**src/partition_fit_allocator_defines.svh**
```systemverilog
// Assertion macros for the partition fit allocator.
// Each macro expects clk and rst_n in scope.
`ifndef PARTITION_FIT_ALLOCATOR_DEFINES_SVH
`define PARTITION_FIT_ALLOCATOR_DEFINES_SVH

`ifndef SYNTHESIS

`define PFA_ASSERT(label, prop, msg) \
  label: assert property (@(posedge clk) disable iff (!rst_n) prop) else $error(msg);

`define PFA_ASSERT_NEXT(label, ante, cons, msg) \
  label: assert property (@(posedge clk) disable iff (!rst_n) (ante) |=> (cons)) \
    else $error(msg);

`else

`define PFA_ASSERT(label, prop, msg)

`define PFA_ASSERT_NEXT(label, ante, cons, msg)

`endif

`endif

```
**src/pfa_pkg.sv**
```systemverilog
package pfa_pkg;

  localparam int SIZE_W    = 32;
  localparam int IDX_W     = 4;
  localparam int CNT_W     = 5;
  localparam int POL_W     = 2;
  localparam int CFG_IDX_W = 1;
  localparam int CFG_DAT_W = 5;

  localparam logic [POL_W-1:0] POL_NEXT  = 2'd0;
  localparam logic [POL_W-1:0] POL_FIRST = 2'd1;
  localparam logic [POL_W-1:0] POL_BEST  = 2'd2;

  localparam logic OP_LOAD    = 1'b0;
  localparam logic OP_REQUEST = 1'b1;

  localparam logic [CFG_IDX_W-1:0] CFG_POLICY = 1'd0;
  localparam logic [CFG_IDX_W-1:0] CFG_COUNT  = 1'd1;

  localparam logic [POL_W-1:0] POLICY_RST = POL_FIRST;
  localparam logic [CNT_W-1:0] COUNT_RST  = 5'd16;

  typedef enum logic [2:0] {
    ST_IDLE,
    ST_PREP,
    ST_SCAN,
    ST_WRITE,
    ST_DONE
  } pfa_state_t;

endpackage

```
**src/pfa_req_if.sv**
```systemverilog
interface pfa_req_if;
  logic                        valid;
  logic                        ready;
  logic                        opcode;
  logic [pfa_pkg::IDX_W-1:0]   block_index;
  logic [pfa_pkg::SIZE_W-1:0]  size_value;
  logic                        batch_end;

  modport source (output valid, opcode, block_index, size_value, batch_end, input ready);
  modport sink   (input valid, opcode, block_index, size_value, batch_end, output ready);
endinterface

```
**src/pfa_res_if.sv**
```systemverilog
interface pfa_res_if;
  logic                        valid;
  logic                        ready;
  logic                        granted;
  logic [pfa_pkg::IDX_W-1:0]   chosen_block;
  logic [pfa_pkg::SIZE_W-1:0]  remaining;

  modport source (output valid, granted, chosen_block, remaining, input ready);
  modport sink   (input valid, granted, chosen_block, remaining, output ready);
endinterface

```
**src/pfa_cfg_if.sv**
```systemverilog
interface pfa_cfg_if;
  logic                            valid;
  logic                            ready;
  logic [pfa_pkg::CFG_IDX_W-1:0]   index;
  logic [pfa_pkg::CFG_DAT_W-1:0]   data;

  modport source (output valid, index, data, input ready);
  modport sink   (input valid, index, data, output ready);
endinterface

```
**src/partition_fit_allocator.sv**
```systemverilog
// Partition fit allocator: a table of free sizes answering allocation requests.
// in_if carries one beat per item: a load (opcode 0) writes one entry's free
// size, a request (opcode 1) searches the first block_count entries (at most BLOCKS) by policy.
// out_if returns exactly one beat per item: granted, chosen_block, remaining.
// cfg_if writes policy (index 0) and block_count (index 1); it is always ready.
// It is to be written only while no item is in flight; the block itself does not enforce this.
// A load, or a request with block_count 0, passes the done state on its way to
// the output register. A request passes the scan state, a write-back on a grant
// and the done state; next fit first passes the prep state, which wraps a stale
// pointer that lies past the count. Best fit reads every entry, since the winner
// is known only after the last entry. First and next fit stop at the first hit.
// The free table is one memory with a single registered read port, read one
// entry per cycle, which sets the rate.
// One item is in work at a time; the next is accepted once the result sits in
// the output register, so a stalled receiver holds at most one finished beat
// plus one item waiting in the done state.
// Reset: policy first fit, block_count 16, next-fit pointer 0, output empty.
// Table contents are undefined until loaded.
module partition_fit_allocator #(
  parameter int BLOCKS = 16
) (
  input logic     clk,
  input logic     rst_n,
  pfa_req_if.sink   in_if,
  pfa_res_if.source out_if,
  pfa_cfg_if.sink   cfg_if
);
  import pfa_pkg::*;
  `include "partition_fit_allocator_defines.svh"

  localparam int AW = (BLOCKS > 1) ? $clog2(BLOCKS) : 1;

  logic [SIZE_W-1:0] mem [BLOCKS];

  pfa_state_t        state_r, state_nxt;
  logic [POL_W-1:0]  policy_r, policy_nxt;
  logic [CNT_W-1:0]  count_r, count_nxt;
  logic [CNT_W-1:0]  np_r, np_nxt;
  logic              out_valid_r, out_valid_nxt;
  logic              pend_r, pend_nxt;
  logic              found_r, found_nxt;

  logic [SIZE_W-1:0] size_r, size_nxt;
  logic              bend_r, bend_nxt;
  logic [CNT_W-1:0]  n_r, n_nxt;
  logic [CNT_W-1:0]  k_r, k_nxt;
  logic [CNT_W-1:0]  issue_j_r, issue_j_nxt;
  logic [CNT_W-1:0]  pend_k_r, pend_k_nxt;
  logic [CNT_W-1:0]  found_k_r, found_k_nxt;
  logic [SIZE_W-1:0] found_val_r, found_val_nxt;
  logic              res_granted_r, res_granted_nxt;
  logic [IDX_W-1:0]  res_block_r, res_block_nxt;
  logic [SIZE_W-1:0] res_remain_r, res_remain_nxt;
  logic              out_granted_r;
  logic [IDX_W-1:0]  out_block_r;
  logic [SIZE_W-1:0] out_remain_r;
  logic [SIZE_W-1:0] rd_data_r;

  logic              mem_we, mem_re;
  logic [AW-1:0]     mem_waddr, mem_raddr;
  logic [SIZE_W-1:0] mem_wdata;
  logic              out_load;
  logic [CNT_W-1:0]  n_act;
  logic              fits, better, hit;

  assign n_act  = (32'(count_r) > BLOCKS) ? CNT_W'(BLOCKS) : count_r;
  assign fits   = rd_data_r >= size_r;
  assign better = !found_r || (rd_data_r < found_val_r);
  assign hit    = pend_r && fits && ((policy_r == POL_BEST) ? better : 1'b1);

  assign cfg_if.ready        = 1'b1;
  assign out_if.valid        = out_valid_r;
  assign out_if.granted      = out_granted_r;
  assign out_if.chosen_block = out_block_r;
  assign out_if.remaining    = out_remain_r;

  always_comb begin
    state_nxt       = state_r;
    policy_nxt      = policy_r;
    count_nxt       = count_r;
    np_nxt          = np_r;
    pend_nxt        = pend_r;
    found_nxt       = found_r;
    size_nxt        = size_r;
    bend_nxt        = bend_r;
    n_nxt           = n_r;
    k_nxt           = k_r;
    issue_j_nxt     = issue_j_r;
    pend_k_nxt      = pend_k_r;
    found_k_nxt     = found_k_r;
    found_val_nxt   = found_val_r;
    res_granted_nxt = res_granted_r;
    res_block_nxt   = res_block_r;
    res_remain_nxt  = res_remain_r;
    mem_we          = 1'b0;
    mem_waddr       = '0;
    mem_wdata       = '0;
    mem_re          = 1'b0;
    mem_raddr       = '0;
    out_load        = 1'b0;
    in_if.ready     = 1'b0;

    if (cfg_if.valid) begin
      case (cfg_if.index)
        CFG_POLICY: policy_nxt = cfg_if.data[POL_W-1:0];
        CFG_COUNT:  count_nxt  = cfg_if.data[CNT_W-1:0];
        default:    ;
      endcase
    end

    case (state_r)
      ST_IDLE: begin
        in_if.ready = 1'b1;
        if (in_if.valid) begin
          size_nxt    = in_if.size_value;
          bend_nxt    = in_if.batch_end;
          n_nxt       = n_act;
          issue_j_nxt = '0;
          pend_nxt    = 1'b0;
          found_nxt   = 1'b0;
          k_nxt       = np_r;
          if (in_if.opcode == OP_LOAD) begin
            res_granted_nxt = 1'b0;
            res_block_nxt   = in_if.block_index;
            np_nxt          = '0;
            if (32'(in_if.block_index) < BLOCKS) begin
              mem_we         = 1'b1;
              mem_waddr      = AW'(in_if.block_index);
              mem_wdata      = in_if.size_value;
              res_remain_nxt = in_if.size_value;
            end else begin
              res_remain_nxt = '0;
            end
            state_nxt = ST_DONE;
          end else if (n_act == '0) begin
            res_granted_nxt = 1'b0;
            res_block_nxt   = '0;
            res_remain_nxt  = '0;
            if (in_if.batch_end) np_nxt = '0;
            state_nxt = ST_DONE;
          end else if (policy_r == POL_NEXT) begin
            state_nxt = ST_PREP;
          end else begin
            k_nxt     = '0;
            state_nxt = ST_SCAN;
          end
        end
      end
      ST_PREP: begin
        // wrap a stale pointer back into the active range
        if (k_r >= n_r) begin
          k_nxt = k_r - n_r;
        end else begin
          state_nxt = ST_SCAN;
        end
      end
      ST_SCAN: begin
        if (issue_j_r < n_r) begin
          mem_re      = 1'b1;
          mem_raddr   = AW'(k_r);
          k_nxt       = (k_r == n_r - 5'd1) ? '0 : k_r + 5'd1;
          issue_j_nxt = issue_j_r + 5'd1;
          pend_nxt    = 1'b1;
          pend_k_nxt  = k_r;
        end else begin
          pend_nxt = 1'b0;
        end
        if (hit) begin
          found_nxt     = 1'b1;
          found_k_nxt   = pend_k_r;
          found_val_nxt = rd_data_r;
          if (policy_r != POL_BEST) state_nxt = ST_WRITE;
        end else if (issue_j_r == n_r && !pend_r) begin
          if (found_r) begin
            state_nxt = ST_WRITE;
          end else begin
            res_granted_nxt = 1'b0;
            res_block_nxt   = '0;
            res_remain_nxt  = '0;
            if (bend_r) np_nxt = '0;
            state_nxt = ST_DONE;
          end
        end
      end
      ST_WRITE: begin
        mem_we          = 1'b1;
        mem_waddr       = AW'(found_k_r);
        mem_wdata       = found_val_r - size_r;
        res_granted_nxt = 1'b1;
        res_block_nxt   = found_k_r[IDX_W-1:0];
        res_remain_nxt  = found_val_r - size_r;
        if (policy_r == POL_NEXT) np_nxt = found_k_r;
        if (bend_r) np_nxt = '0;
        state_nxt = ST_DONE;
      end
      ST_DONE: begin
        // hold the result until the output register frees up
        if (!out_valid_r || out_if.ready) begin
          out_load  = 1'b1;
          state_nxt = ST_IDLE;
        end
      end
      default: state_nxt = ST_IDLE;
    endcase

    if (out_load) begin
      out_valid_nxt = 1'b1;
    end else if (out_if.ready) begin
      out_valid_nxt = 1'b0;
    end else begin
      out_valid_nxt = out_valid_r;
    end
  end

  always_ff @(posedge clk) begin
    if (!rst_n) begin
      state_r     <= ST_IDLE;
      policy_r    <= POLICY_RST;
      count_r     <= COUNT_RST;
      np_r        <= '0;
      out_valid_r <= 1'b0;
      pend_r      <= 1'b0;
      found_r     <= 1'b0;
    end else begin
      state_r     <= state_nxt;
      policy_r    <= policy_nxt;
      count_r     <= count_nxt;
      np_r        <= np_nxt;
      out_valid_r <= out_valid_nxt;
      pend_r      <= pend_nxt;
      found_r     <= found_nxt;
    end
  end

  always_ff @(posedge clk) begin
    size_r        <= size_nxt;
    bend_r        <= bend_nxt;
    n_r           <= n_nxt;
    k_r           <= k_nxt;
    issue_j_r     <= issue_j_nxt;
    pend_k_r      <= pend_k_nxt;
    found_k_r     <= found_k_nxt;
    found_val_r   <= found_val_nxt;
    res_granted_r <= res_granted_nxt;
    res_block_r   <= res_block_nxt;
    res_remain_r  <= res_remain_nxt;
    if (out_load) begin
      out_granted_r <= res_granted_r;
      out_block_r   <= res_block_r;
      out_remain_r  <= res_remain_r;
    end
  end

  always_ff @(posedge clk) begin
    if (mem_we) mem[mem_waddr] <= mem_wdata;
  end

  always_ff @(posedge clk) begin
    if (mem_re) rd_data_r <= mem[mem_raddr];
  end

  `PFA_ASSERT(a_rw_excl, !(mem_we && mem_re), "table read and write in the same cycle")
  `PFA_ASSERT(a_write_found, (state_r == ST_WRITE) |-> found_r, "write-back without a hit")
  `PFA_ASSERT(a_scan_range, (state_r == ST_SCAN && issue_j_r < n_r) |-> (k_r < n_r),
              "scan index out of range")
  `PFA_ASSERT(a_out_from_done, $rose(out_valid_r) |-> $past(state_r == ST_DONE),
              "result beat without a finished item")
  `PFA_ASSERT_NEXT(a_done_drain, state_r == ST_DONE && (!out_valid_r || out_if.ready),
                   state_r == ST_IDLE && out_valid_r, "finished result not moved to output")

endmodule
```
**src/flat_wrapper.sv**
```systemverilog
// flat-port wrapper written by rule: the top's interface ports become plain ports
module partition_fit_allocator_flat import pfa_pkg::*;
#(
  parameter int BLOCKS = 16
)
  (clk, rst_n, in_if_valid, in_if_opcode, in_if_block_index, in_if_size_value, in_if_batch_end, in_if_ready, out_if_valid, out_if_granted, out_if_chosen_block, out_if_remaining, out_if_ready, cfg_if_valid, cfg_if_index, cfg_if_data, cfg_if_ready);
  pfa_req_if in_if_i ();
  pfa_res_if out_if_i ();
  pfa_cfg_if cfg_if_i ();
  input logic clk;
  input logic rst_n;
  input wire logic [$bits(in_if_i.valid)-1:0] in_if_valid;
  input wire logic [$bits(in_if_i.opcode)-1:0] in_if_opcode;
  input wire logic [$bits(in_if_i.block_index)-1:0] in_if_block_index;
  input wire logic [$bits(in_if_i.size_value)-1:0] in_if_size_value;
  input wire logic [$bits(in_if_i.batch_end)-1:0] in_if_batch_end;
  output wire logic [$bits(in_if_i.ready)-1:0] in_if_ready;
  output wire logic [$bits(out_if_i.valid)-1:0] out_if_valid;
  output wire logic [$bits(out_if_i.granted)-1:0] out_if_granted;
  output wire logic [$bits(out_if_i.chosen_block)-1:0] out_if_chosen_block;
  output wire logic [$bits(out_if_i.remaining)-1:0] out_if_remaining;
  input wire logic [$bits(out_if_i.ready)-1:0] out_if_ready;
  input wire logic [$bits(cfg_if_i.valid)-1:0] cfg_if_valid;
  input wire logic [$bits(cfg_if_i.index)-1:0] cfg_if_index;
  input wire logic [$bits(cfg_if_i.data)-1:0] cfg_if_data;
  output wire logic [$bits(cfg_if_i.ready)-1:0] cfg_if_ready;
  assign in_if_i.valid = in_if_valid;
  assign in_if_i.opcode = in_if_opcode;
  assign in_if_i.block_index = in_if_block_index;
  assign in_if_i.size_value = in_if_size_value;
  assign in_if_i.batch_end = in_if_batch_end;
  assign in_if_ready = in_if_i.ready;
  assign out_if_valid = out_if_i.valid;
  assign out_if_granted = out_if_i.granted;
  assign out_if_chosen_block = out_if_i.chosen_block;
  assign out_if_remaining = out_if_i.remaining;
  assign out_if_i.ready = out_if_ready;
  assign cfg_if_i.valid = cfg_if_valid;
  assign cfg_if_i.index = cfg_if_index;
  assign cfg_if_i.data = cfg_if_data;
  assign cfg_if_ready = cfg_if_i.ready;
  partition_fit_allocator #(.BLOCKS(BLOCKS)) u_core (.clk(clk), .rst_n(rst_n), .in_if(in_if_i), .out_if(out_if_i), .cfg_if(cfg_if_i));
endmodule
```
**config.mk**
```make
export PLATFORM = sky130hd
export DESIGN_NAME = partition_fit_allocator_flat
export DESIGN_NICKNAME = d
export VERILOG_FILES = /design/src/pfa_pkg.sv /design/src/pfa_req_if.sv /design/src/pfa_res_if.sv /design/src/pfa_cfg_if.sv /design/src/partition_fit_allocator.sv /design/src/flat_wrapper.sv
export VERILOG_INCLUDE_DIRS = /design/src /design/src/src
export SDC_FILE = /design/constraint.sdc
export NUM_CORES = 1
export LEC_CHECK = 0
export ABC_CLOCK_PERIOD_IN_PS = 14900
export BUFFER_PORTS_ARGS = -buffer_cell sky130_fd_sc_hd__buf_2
export CORE_ASPECT_RATIO = 0.7
export CORE_MARGIN = 4
export CORE_UTILIZATION = 60
export DETAILED_ROUTE_END_ITERATION = 6
export PLACE_DENSITY = 0.87
export SLEW_MARGIN = 20
export SYNTH_ARGS = -nofsm -noshare
export SYNTH_HDL_FRONTEND = slang
export SYNTH_SLANG_ARGS = --single-unit
```
**constraint.sdc**
```tcl
create_clock -name clk -period 14.9 [get_ports clk]
set_clock_uncertainty 0.2 [all_clocks]
set_input_delay 1.49 -clock clk [delete_from_list [all_inputs] [get_ports clk]]
set_output_delay 1.49 -clock clk [all_outputs]
set_load 0.01 [all_outputs]
```
After elaboration in Yosys (flattened, before gate mapping)
Memories as Yosys holds them, arrays and structs flattened. A register that Yosys moved wholly into a read port is not among the register bits.
Cells that the tools add are included.
{"block": "op_classes", "n_addsub": 5, "multipliers": 0, "div": 0, "n_lt_le_gt_ge": 5, "eq_ne": 23, "shifts": 0, "muxes": 80, "bitwise": 1, "n_reduce_logical": 27}
{"cell": "$mux 32", "count": 8}
{"cell": "$mux 5", "count": 20}
{"cell": "$pmux 32 s3", "count": 1}
{"cell": "$pmux 32 s2", "count": 1}
{"cell": "$mux 4", "count": 10}
{"cell": "$ge 32x32->1", "count": 1}
{"cell": "$lt 32x32->1", "count": 1}
{"cell": "$sub 32x32->32", "count": 1}
{"cell": "$pmux 5 s3", "count": 2}
{"cell": "$mux 3", "count": 9}
{"cell": "$mux 1", "count": 20}
{"cell": "$pmux 3 s5", "count": 1}
{"cell": "$ne 2x1->1 const B", "count": 6}
{"cell": "$pmux 4 s3", "count": 1}
{"cell": "$reduce_and 2->1", "count": 6}
{"cell": "$add 5x1->5 const B", "count": 2}
{"cell": "$eq 5x5->1", "count": 2}
{"cell": "$ne 2x2->1 const B", "count": 5}
{"cell": "$pmux 5 s2", "count": 1}
{"cell": "$reduce_and 9->1", "count": 1}
{"cell": "$pmux 4 s2", "count": 1}
{"cell": "$eq 3x2->1 const B", "count": 2}
{"cell": "$ne 3x1->1 const B", "count": 2}
{"cell": "$ne 3x3->1 const B", "count": 2}
{"cell": "25 further kinds", "count": 35}
{"block": "totals", "register_bits": 182, "latchBits": 0, "ram_bits": 512, "romBits": 0, "inputBits": 49, "out_inout_bits": 40, "word_cells": 163, "memories": 1}
{"name": "u_core.mem", "words": 16, "width": 32, "rd": 1, "rd_clocked_by_memory_dff": 1, "write_ports": 1, "line_no": "partition_fit_allocator.sv:33", "rtl": "logic [SIZE_W-1:0] mem [BLOCKS];"}

Logic depth before layout (Yosys ltp)
Gate-level depths: netlist of run 1.
{"block": "logic_depth", "depth_word": 7, "depth_mapped": 13, "mapped_depth_nobuf": 12}

Least setup slack after synthesis of run 1
OpenSTA, ideal clock, no wires.
{"block": "synth_path", "kind": "input-to-reg", "startpoint": "input in_if_opcode", "endpoint": "register u_core.np_r[0]", "setup_time_ns": 0.076, "arrival_ns": 5.389, "t_required_ns": 14.624, "path_slack_ns": 9.235, "cell_stages": 7, "n_path_buf": 1, "path_cell_list": "o21ai_0 nor2b_1 a211oi_1 and3_1 buf_2 nand3_1 a21boi_0"}
{"block": "synth_via", "elab_chain_len": 3, "word_cells_on_any_way": 6, "cone_classes": "eq/ne (2); mux (3); reduce/logical (1)"}
{"element": "start, declared", "line_no": "flat_wrapper.sv:13", "rtl": "input wire logic [$bits(in_if_i.opcode)-1:0] in_if_opcode;"}
{"element": "$mux 5", "line_no": "partition_fit_allocator.sv:122", "rtl": "if (in_if.opcode == OP_LOAD) begin"}
{"element": "$mux 5", "line_no": "partition_fit_allocator.sv:114", "rtl": "if (in_if.valid) begin"}
{"element": "$pmux 5 s3", "line_no": "partition_fit_allocator.sv:111", "rtl": "case (state_r)"}
{"element": "end signal, assigned", "line_no": "partition_fit_allocator.sv:228", "rtl": "np_r <= np_nxt;"}
{"element": "end, declared", "line_no": "partition_fit_allocator.sv:38", "rtl": "logic [CNT_W-1:0] np_r, np_nxt;"}
Parallel ways exist; a longest one is shown, timed or not. The select of a mux whose other input is x is not followed.
A chain may end at the register's enable or synchronous reset.

Final worst setup path of run 1
{"block": "layout_path", "startpoint": "register u_core.n_r[3]", "endpoint": "register u_core.rd_data_r[9], read port of u_core.mem, data pin"}
{"block": "layout_via", "elab_chain_len": 3, "word_cells_on_any_way": 5, "cone_classes": "order compare (1); mux (4)"}
{"element": "start, declared", "line_no": "partition_fit_allocator.sv:45", "rtl": "logic [CNT_W-1:0] n_r, n_nxt;"}
{"element": "start signal, assigned", "line_no": "partition_fit_allocator.sv:238", "rtl": "n_r <= n_nxt;"}
{"element": "$lt 5x5->1", "line_no": "partition_fit_allocator.sv:158", "rtl": "if (issue_j_r < n_r) begin"}
{"element": "$mux 1", "line_no": "partition_fit_allocator.sv:158"}
{"element": "$mux 1", "line_no": "partition_fit_allocator.sv:111"}
{"element": "net u_core.mem_re", "line_no": "partition_fit_allocator.sv:59", "rtl": "logic mem_we, mem_re;"}
{"element": "end, declared", "line_no": "partition_fit_allocator.sv:57", "rtl": "logic [SIZE_W-1:0] rd_data_r;"}
The timed path passes the listed nets, and every way through them passes these cells.

==> results of run 1 <==
-- state kept, by name (all words and copies together), names as in the netlist, 2 cells and up --
signal and flops:
u_core.rd_data_r 32, u_core.size_r 32, u_core.state_r 3, u_core.k_r 5, u_core.out_if.chosen_block 4, u_core.count_r 5
u_core.out_if.remaining 32, u_core.res_block_r 4, u_core.found_val_r 32, u_core.mem 512, u_core.policy_r 2, u_core.np_r 5
u_core.found_k_r 5, u_core.n_r 5, u_core.issue_j_r 5, u_core.res_remain_r 32, u_core.pend_k_r 5
-- Yosys cell counts (16+ instances only) --
cell type                  count  area, sq um
sky130_fd_sc_hd__inv_1        86          323
sky130_fd_sc_hd__nand2b_1     39          244
sky130_fd_sc_hd__a211oi_1     40          300
sky130_fd_sc_hd__clkbuf_1     66          248
sky130_fd_sc_hd__mux4_2       32          721
sky130_fd_sc_hd__nor2_1       82          308
sky130_fd_sc_hd__o21ai_1      26          130
sky130_fd_sc_hd__nand3_1     222         1110
sky130_fd_sc_hd__dfxtp_1      18          360
sky130_fd_sc_hd__nor2b_1      24          150
sky130_fd_sc_hd__a21boi_0     16          120
sky130_fd_sc_hd__xnor2_1      20          175
sky130_fd_sc_hd__ha_1        107         1340
sky130_fd_sc_hd__o21ai_0     123          616
sky130_fd_sc_hd__buf_2        32          160
sky130_fd_sc_hd__a21oi_1      49          245
sky130_fd_sc_hd__a31oi_1      35          219
sky130_fd_sc_hd__edfxtp_1    708        21300
sky130_fd_sc_hd__a22o_1       16          140
sky130_fd_sc_hd__nand2_1     333         1250
sky130_fd_sc_hd__mux2_2       31          349
sky130_fd_sc_hd__a21o_1       20          150
sky130_fd_sc_hd__mux2i_1      38          380
-- kinds of logic (layout without fill, tap and decap cells) --
family	Yosys count	after routing
buf+inv	202	348
flops	726	726
mux	101	101
xor+xnor	34	34
compound gates	394	394
other cells	1	1
simple gates	779	779
fa+ha+maj	109	109
-- cell type report --
| class | instances | share of cell area |
|---|---|---|
| inverters | 87 | 0.00927 |
| well taps | 684 | 0.0242 |
| clock buffers | 68 | 0.0445 |
| flip-flops and latches | 726 | 0.612 |
| clock inverters | 46 | 0.0110 |
| repair buffers | 147 | 0.0329 |
| multi-input cells | 1418 | 0.266 |
-- power by group --
| part | switching (mW) | leakage [nW] | internal [mW] |
|---|---|---|---|
| clock network | 0.733 | 0.972 | 0.864 |
| logic | 0.300 | 4.94 | 0.163 |
| registers | 0.0285 | 6.93 | 2.32 |
| total | 1.06 | 12.8 | 3.34 |
-- layer usage --
| metal | vias up | share of wire | GRT usage |
|---|---|---|---|
| met2 | 1314 | 0.48 | 0.432 |
| met5 | - | 0 | 0 |
| met1 | 10100 | 0.38 | 0.379 |
| li1 | 9014 | - | - |
| met3 | 214 | 0.098 | 0.0402 |
| met4 | 0 | 0.037 | 0.0842 |
-- path summary, 6_finish.rpt --
path / cells past startpoint / slack, ns / from / end
worst max-delay path: 13 / 9.79 / u_core.n_r[3] / u_core.rd_data_r[9]
worst max register to register: 13 / 9.79 / u_core.n_r[3] / u_core.rd_data_r[9]
worst min-delay path: 0 / 0.22 / u_core.res_remain_r[30] / u_core.out_if.remaining[30]
worst min register to register: 0 / 0.22 / u_core.res_remain_r[30] / u_core.out_if.remaining[30]
-- worst max-delay path: stages, from the launching register on --
cell	delay [ns]
sky130_fd_sc_hd__edfxtp_1	0.41
sky130_fd_sc_hd__inv_1	0.10
sky130_fd_sc_hd__ha_1	0.30
sky130_fd_sc_hd__and3_1	0.18
sky130_fd_sc_hd__o21ai_0	0.18
sky130_fd_sc_hd__nand2_2	0.72
sky130_fd_sc_hd__clkinv_2	0.46
sky130_fd_sc_hd__buf_4	0.41
sky130_fd_sc_hd__nand2_4	0.60
sky130_fd_sc_hd__buf_4	0.70
sky130_fd_sc_hd__nand2_1	0.13
sky130_fd_sc_hd__nand3_1	0.11
sky130_fd_sc_hd__nand3_1	0.11
sky130_fd_sc_hd__a31oi_1	0.26
-- through the flow --
step	instance area [sq um]	hold WS [ns]	total power [mW]	std cells
2_1_floorplan	31700	0.200	2.69	2346
3_3_place_gp	33000	0.202	2.81	3043
3_5_place_dp	33300	0.205	2.84	3056
4_1_cts	35200	0.219	4.40	3170
5_1_grt	35300	0.229	4.54	3176
6_report	35300	0.220	4.40	3176
==> summary.md, run 1 <==
| Metric | Value |
|---|---|
| WP data required | 15.15 ns |
| Ys async rst share | 0 |
| Number of enable flip-flop cells after synthesis | between 700 and 800 |
| Synthesized-area fraction occupied by adder cells | 0.0435 |
| CP endpoint kind | register |
| Kind of launch point of the worst setup path | register |
| Final min period | ~5 ns |
| Simple-gate share of the synthesized area | 0.113 |
| H-tree depth | 2 |
| Buffer cell driving the clock tree root | sky130_fd_sc_hd__clkbuf_16 |
| DIE HEIGHT | approximately 200 um |
| Post-CTS setup repair buffer count | 0 |
| Number of vias per cell | between 6 and 7 |
| Syn. warnings | 0 |
| Cell row count | 70 |
| Detailed placement HPWL | just under 50000 um |
| TNS Setup | 0 ns |
| Achievable frequency | 196 MHz |
| Antenna violations before repair | 0 |
| Largest net degree at the start of global routing | roughly 100 |
| Share of the synthesized area in compound gates (AO/OA/AOI/OAI) | 0.0798 |
| Share of the yosys chip area belonging to registers | 0.682 |
| Diode count | 0 |
| Cells after synthesis | 2346 |
| Total gr overflow | 0 |
| Clock Sink Count | ~730 |
| Area used by sequential logic in the layout | around 22000 sq um |
| Final Net Count | about 2600 |
| TritonCTS clock tree | built |
| Worst path setup slack after routing | 9.79 ns |
| Area of the placeable core | 52300 sq um |
| Number of I/O pins | 89 |
| Largest family of logic cells by synthesized area | simple AND/OR/NAND/NOR gates |
| Maximum vdd ir drop | around 0.00010 V |
| Final max-slew violation count | 0 |
| Starting density of the core | 0.607 |
| Longest Clk Path Bufs | 3 |
| Top library cells by usage in the layout, fill and taps aside | sky130_fd_sc_hd__edfxtp_1, sky130_fd_sc_hd__nand2_1, sky130_fd_sc_hd__nand3_1, sky130_fd_sc_hd__o21ai_0, sky130_fd_sc_hd__ha_1 |
| Count of buffers inserted at the top-level ports | between 80 and 90 |
| Number of hold-repair buffers added at the cts stage | 0 |
| Static Leak | roughly 13 nW |
| Status | finished clean |
| Rel. slew slack | 0.247 |
| Die area | between 50000 and 60000 sq um |
| Count of antenna-violating nets left after detailed routing | 0 |
| Worst min path class | reg2reg |
| Clock transition at the registers of the reported paths | 0.07 ns |
| Share of layout cells above drive strength 1 | 0.135 |
| Kind of critical path | reg2reg |
| First-pass GRT wire length | 118000 um |
| Number of instances resized during post-cts repair | 0 |
| Area growth syn-to-layout | 11.4% |
| Number of filler instances in the final layout | 3409 |
| Pin slew with the least headroom to its limit | 1.13 ns |
| TritonRoute pass-1 iters | 6 |
| Total of max-cap violations | 0 |
| Placer Congestion | 0.904 |
| Multiplexer share of the synthesized area | 0.0457 |
| Arrival time of the worst setup path | around 5.4 ns |
| Post-detailed-routing wire length | around 77000 um |
| Register bit total from synthesis | between 700 and 800 |
| Final period util | 0.343 |
| Syn avg cell area | roughly 14 sq um |
| Post-route DRC | 0 |
| RSZ-0062 raised after global routing | false |
| Total count of hold-check failures in the final report | 0 |
| Predominant post-synthesis flop cell | sky130_fd_sc_hd__edfxtp_1 |
| Most common library cell in the layout ignoring fill and taps | sky130_fd_sc_hd__edfxtp_1 |
| Post-Synthesis Cell Area | 31700 sq um |
| Global-route total usage across every layer | 0.267 |
| Multi-input logic area | about 9400 sq um |
| Maximum fanout along the worst path | 67 |
| Final-report setup violation count | 0 |
| Total power divided by cell area | approximately 120 nW/um^2 |
| Post-synth net total | 2504 |
| TritonCTS buffer count | 61 |
| Routed len/inst | between 20 and 25 um |
| Layout Utilization | 0.676 |
| Vias | between 20000 and 25000 |
| Unique cell type count in the Yosys netlist | 72 |
| Xor-xnor portion of the synthesized cell area | 0.00939 |
| Worst setup slack after placement | between 9 and 10 ns |
| Die boundary width | roughly 280 um |
| Via count of the first global-routing pass | ~21000 |
| Clock latency on the worst-skew pair | about 0.63 ns |
| Detailed Route Iter0 Violations | between 2000 and 3000 |
(Power assumes the default switching activity.)
==> inputs of run 2 (changes only) <==
--- a/config.mk
+++ b/config.mk
@@ -6,7 +6,7 @@
 export SDC_FILE = /design/constraint.sdc
 export NUM_CORES = 1
 export LEC_CHECK = 0
-export ABC_CLOCK_PERIOD_IN_PS = 14900
+export ABC_CLOCK_PERIOD_IN_PS = 4900
 export BUFFER_PORTS_ARGS = -buffer_cell sky130_fd_sc_hd__buf_2
 export CORE_ASPECT_RATIO = 0.7
 export CORE_MARGIN = 4
==> constraint.sdc (replaced) <==
create_clock -name clk -period 4.9 [get_ports clk]
set_clock_uncertainty 0.2 [all_clocks]
set_input_delay 0.49 -clock clk [delete_from_list [all_inputs] [get_ports clk]]
set_output_delay 0.49 -clock clk [all_outputs]
set_load 0.01 [all_outputs]
==> summary.md, run 2 (synthesis gave the netlist of run 1 again) <==
| Metric | Value |
|---|---|
| Count of antenna-violating nets left after detailed routing | 0 |
| Violations in the final reports | DRC |
| Worst path setup slack after routing | 0.331 ns |
| Detailed placement HPWL | about 50000 um |
| Post-layout power | approximately 13 mW |
| Buffer cell driving the clock tree root | sky130_fd_sc_hd__clkbuf_16 |
| Number of vias per cell | approximately 6.5 |
| Area after detailed placement | 33300 sq um |
| Placer Congestion | around 0.92 |
| Library cell contributing the largest single delay on the critical path | sky130_fd_sc_hd__nor4_1 |
| Final period util | 0.932 |
| Most common library cell in the layout ignoring fill and taps | sky130_fd_sc_hd__edfxtp_1 |
| Register bank with the most flops | u_core.mem |
| Launch instance of the worst register-to-register path | u_core.rd_data_r[30] |
| Routed len/inst | around 25 um |
| Via count of the first global-routing pass | about 21000 |
| Hold slack | 0.0338 ns |
| Detailed Route Iter0 Violations | between 2000 and 3000 |
| Crit path max-delay family | compound AO/OA/AOI/OAI gates |
| TritonCTS buffer count | 66 |
| Final max-slew violation count | 0 |
| TritonRoute pass-1 iters | 7 |
| Reg-to-Reg End | u_core.found_val_r[6] |
| Worst setup slack after placement | between 0.4 and 0.5 ns |
| Total count of hold-check failures in the final report | 0 |
| Largest net degree at the start of global routing | 85 |
| First-pass GRT wire length | 122000 um |
| Static Leak | 13.0 nW |
| Worst min path class | in2reg |
| Area of the placeable core | roughly 52000 sq um |
| Global-route total usage across every layer | 0.282 |
| Achievable frequency | ~220 MHz |
| Diode count | 0 |
| TNS Setup | 0 ns |
| Top library cells by usage in the layout, fill and taps aside | sky130_fd_sc_hd__edfxtp_1, sky130_fd_sc_hd__nand2_1, sky130_fd_sc_hd__nand3_1, sky130_fd_sc_hd__o21ai_0, sky130_fd_sc_hd__ha_1 |
| H-tree depth | 3 |
| Total of max-cap violations | 0 |
| Antenna violations before repair | 0 |
| Kind of launch point of the worst setup path | register |
| Pin slew with the least headroom to its limit | roughly 0.96 ns |
| Rel. slew slack | 0.356 |
| RSZ-0062 raised after global routing | false |
| Vias | approximately 21000 |
| Final-report setup violation count | 0 |
| Final instance area | around 36000 sq um |
| Total gr overflow | 0 |
| Cells traversed along the worst timing path | ha_1 -> nand4_1 -> nor4_1 -> nand2_1 -> a31oi_1 -> o21ai_0 -> a311o_1 -> nor2_4 -> buf_4 |
| Total power divided by cell area | between 300 and 400 nW/um^2 |
| Status | finished, violations left |
| Longest Clk Path Bufs | 3 |
| Starting density of the core | 0.607 |
| CP max stage delay | around 0.72 ns |
| Layout Utilization | 0.682 |
| Clock transition at the registers of the reported paths | approximately 0.07 ns |
| DIE HEIGHT | 200 um |
| Post-detailed-routing wire length | between 70000 and 80000 um |
| Arrival time of the worst setup path | approximately 4.6 ns |
| TritonCTS clock tree | built |
| Number of filler instances in the final layout | 3356 |
| Area growth syn-to-layout | 12.5% |
| Kind of critical path | reg2reg |
| Post-CTS setup repair buffer count | 0 |
| Share of layout cells above drive strength 1 | 0.139 |
| Die area | roughly 57000 sq um |
| Number of instances resized during post-cts repair | 0 |
| Cell row count | 70 |
| Count of buffers inserted at the top-level ports | a little under 90 |
| Clock Sink Count | slightly above 700 |
| Clock latency on the worst-skew pair | 0.59 ns |
| Reg2reg path depth | 9 |
| Maximum vdd ir drop | about 0.00038 V |
| Buffers & Inverters on Critical Path | 1 |
| Maximum fanout along the worst path | 38 |
| Number of non-filler instances in the completed layout | about 3200 |
| Final min period | around 4.6 ns |
| Number of I/O pins | 89 |
| Max reg flops | around 510 |
| CP Launch Point | u_core.rd_data_r[30] |
| Number of hold-repair buffers added at the cts stage | 36 |
| Cell Count Post-Placement | slightly above 3000 |
| Post-route DRC | 2 |
| Crit. path cell count | 9 |
| CP endpoint kind | register |
| Worst-case register-to-register setup slack | about 0.33 ns |
| WP data required | a little under 5 ns |
| Worst Setup EP | u_core.found_val_r[6] |
| Final Net Count | 2655 |
| Die boundary width | 283 um |
==> run 2: layer usage <==
metal  part of all wire  wire (um)  global-route usage  up-vias
met4              0.036       2870              0.0992        0
met2               0.47      37200               0.438     1299
li1                   -          -                   -     9096
met1               0.39      31200               0.401    10200
met3               0.11       8710              0.0576      216
met5                  0          0                   0        -
==> run 2: worst min-delay path by stage <==
stage                                 from                         end  slack (ns)  cells after the start
floorplan               u_core.pend_k_r[0]         u_core.found_k_r[0]        0.20                      0
global placement    u_core.res_remain_r[9]  u_core.out_if.remaining[9]        0.20                      0
detailed placement    u_core.res_granted_r       u_core.out_if.granted        0.20                      0
CTS                                  rst_n          u_core.policy_r[0]        0.02                      2
global route                cfg_if_data[1]           u_core.count_r[1]        0.04                      3
finish                               rst_n          u_core.policy_r[0]        0.03                      2
==> run 2: area by class of cell <==
cell class | count | area (sq um) | share of cell area
clock buffers | 76 | 1770 | 0.0497
well taps | 684 | 856 | 0.0240
repair buffers | 198 | 1480 | 0.0416
multi-input cells | 1418 | 9410 | 0.264
inverters | 87 | 328 | 0.00919
flip-flops and latches | 726 | 21600 | 0.606
clock inverters | 32 | 201 | 0.00565
==> run 2: power by group <==
group          total (mW)  internal (mW)  switching (mW)  leakage (nW)
combinational        1.46          0.526           0.936          5.13
sequential           7.14           7.05          0.0982          6.93
clock                4.84           2.64            2.19         0.962
total                13.4           10.2            3.23          13.0
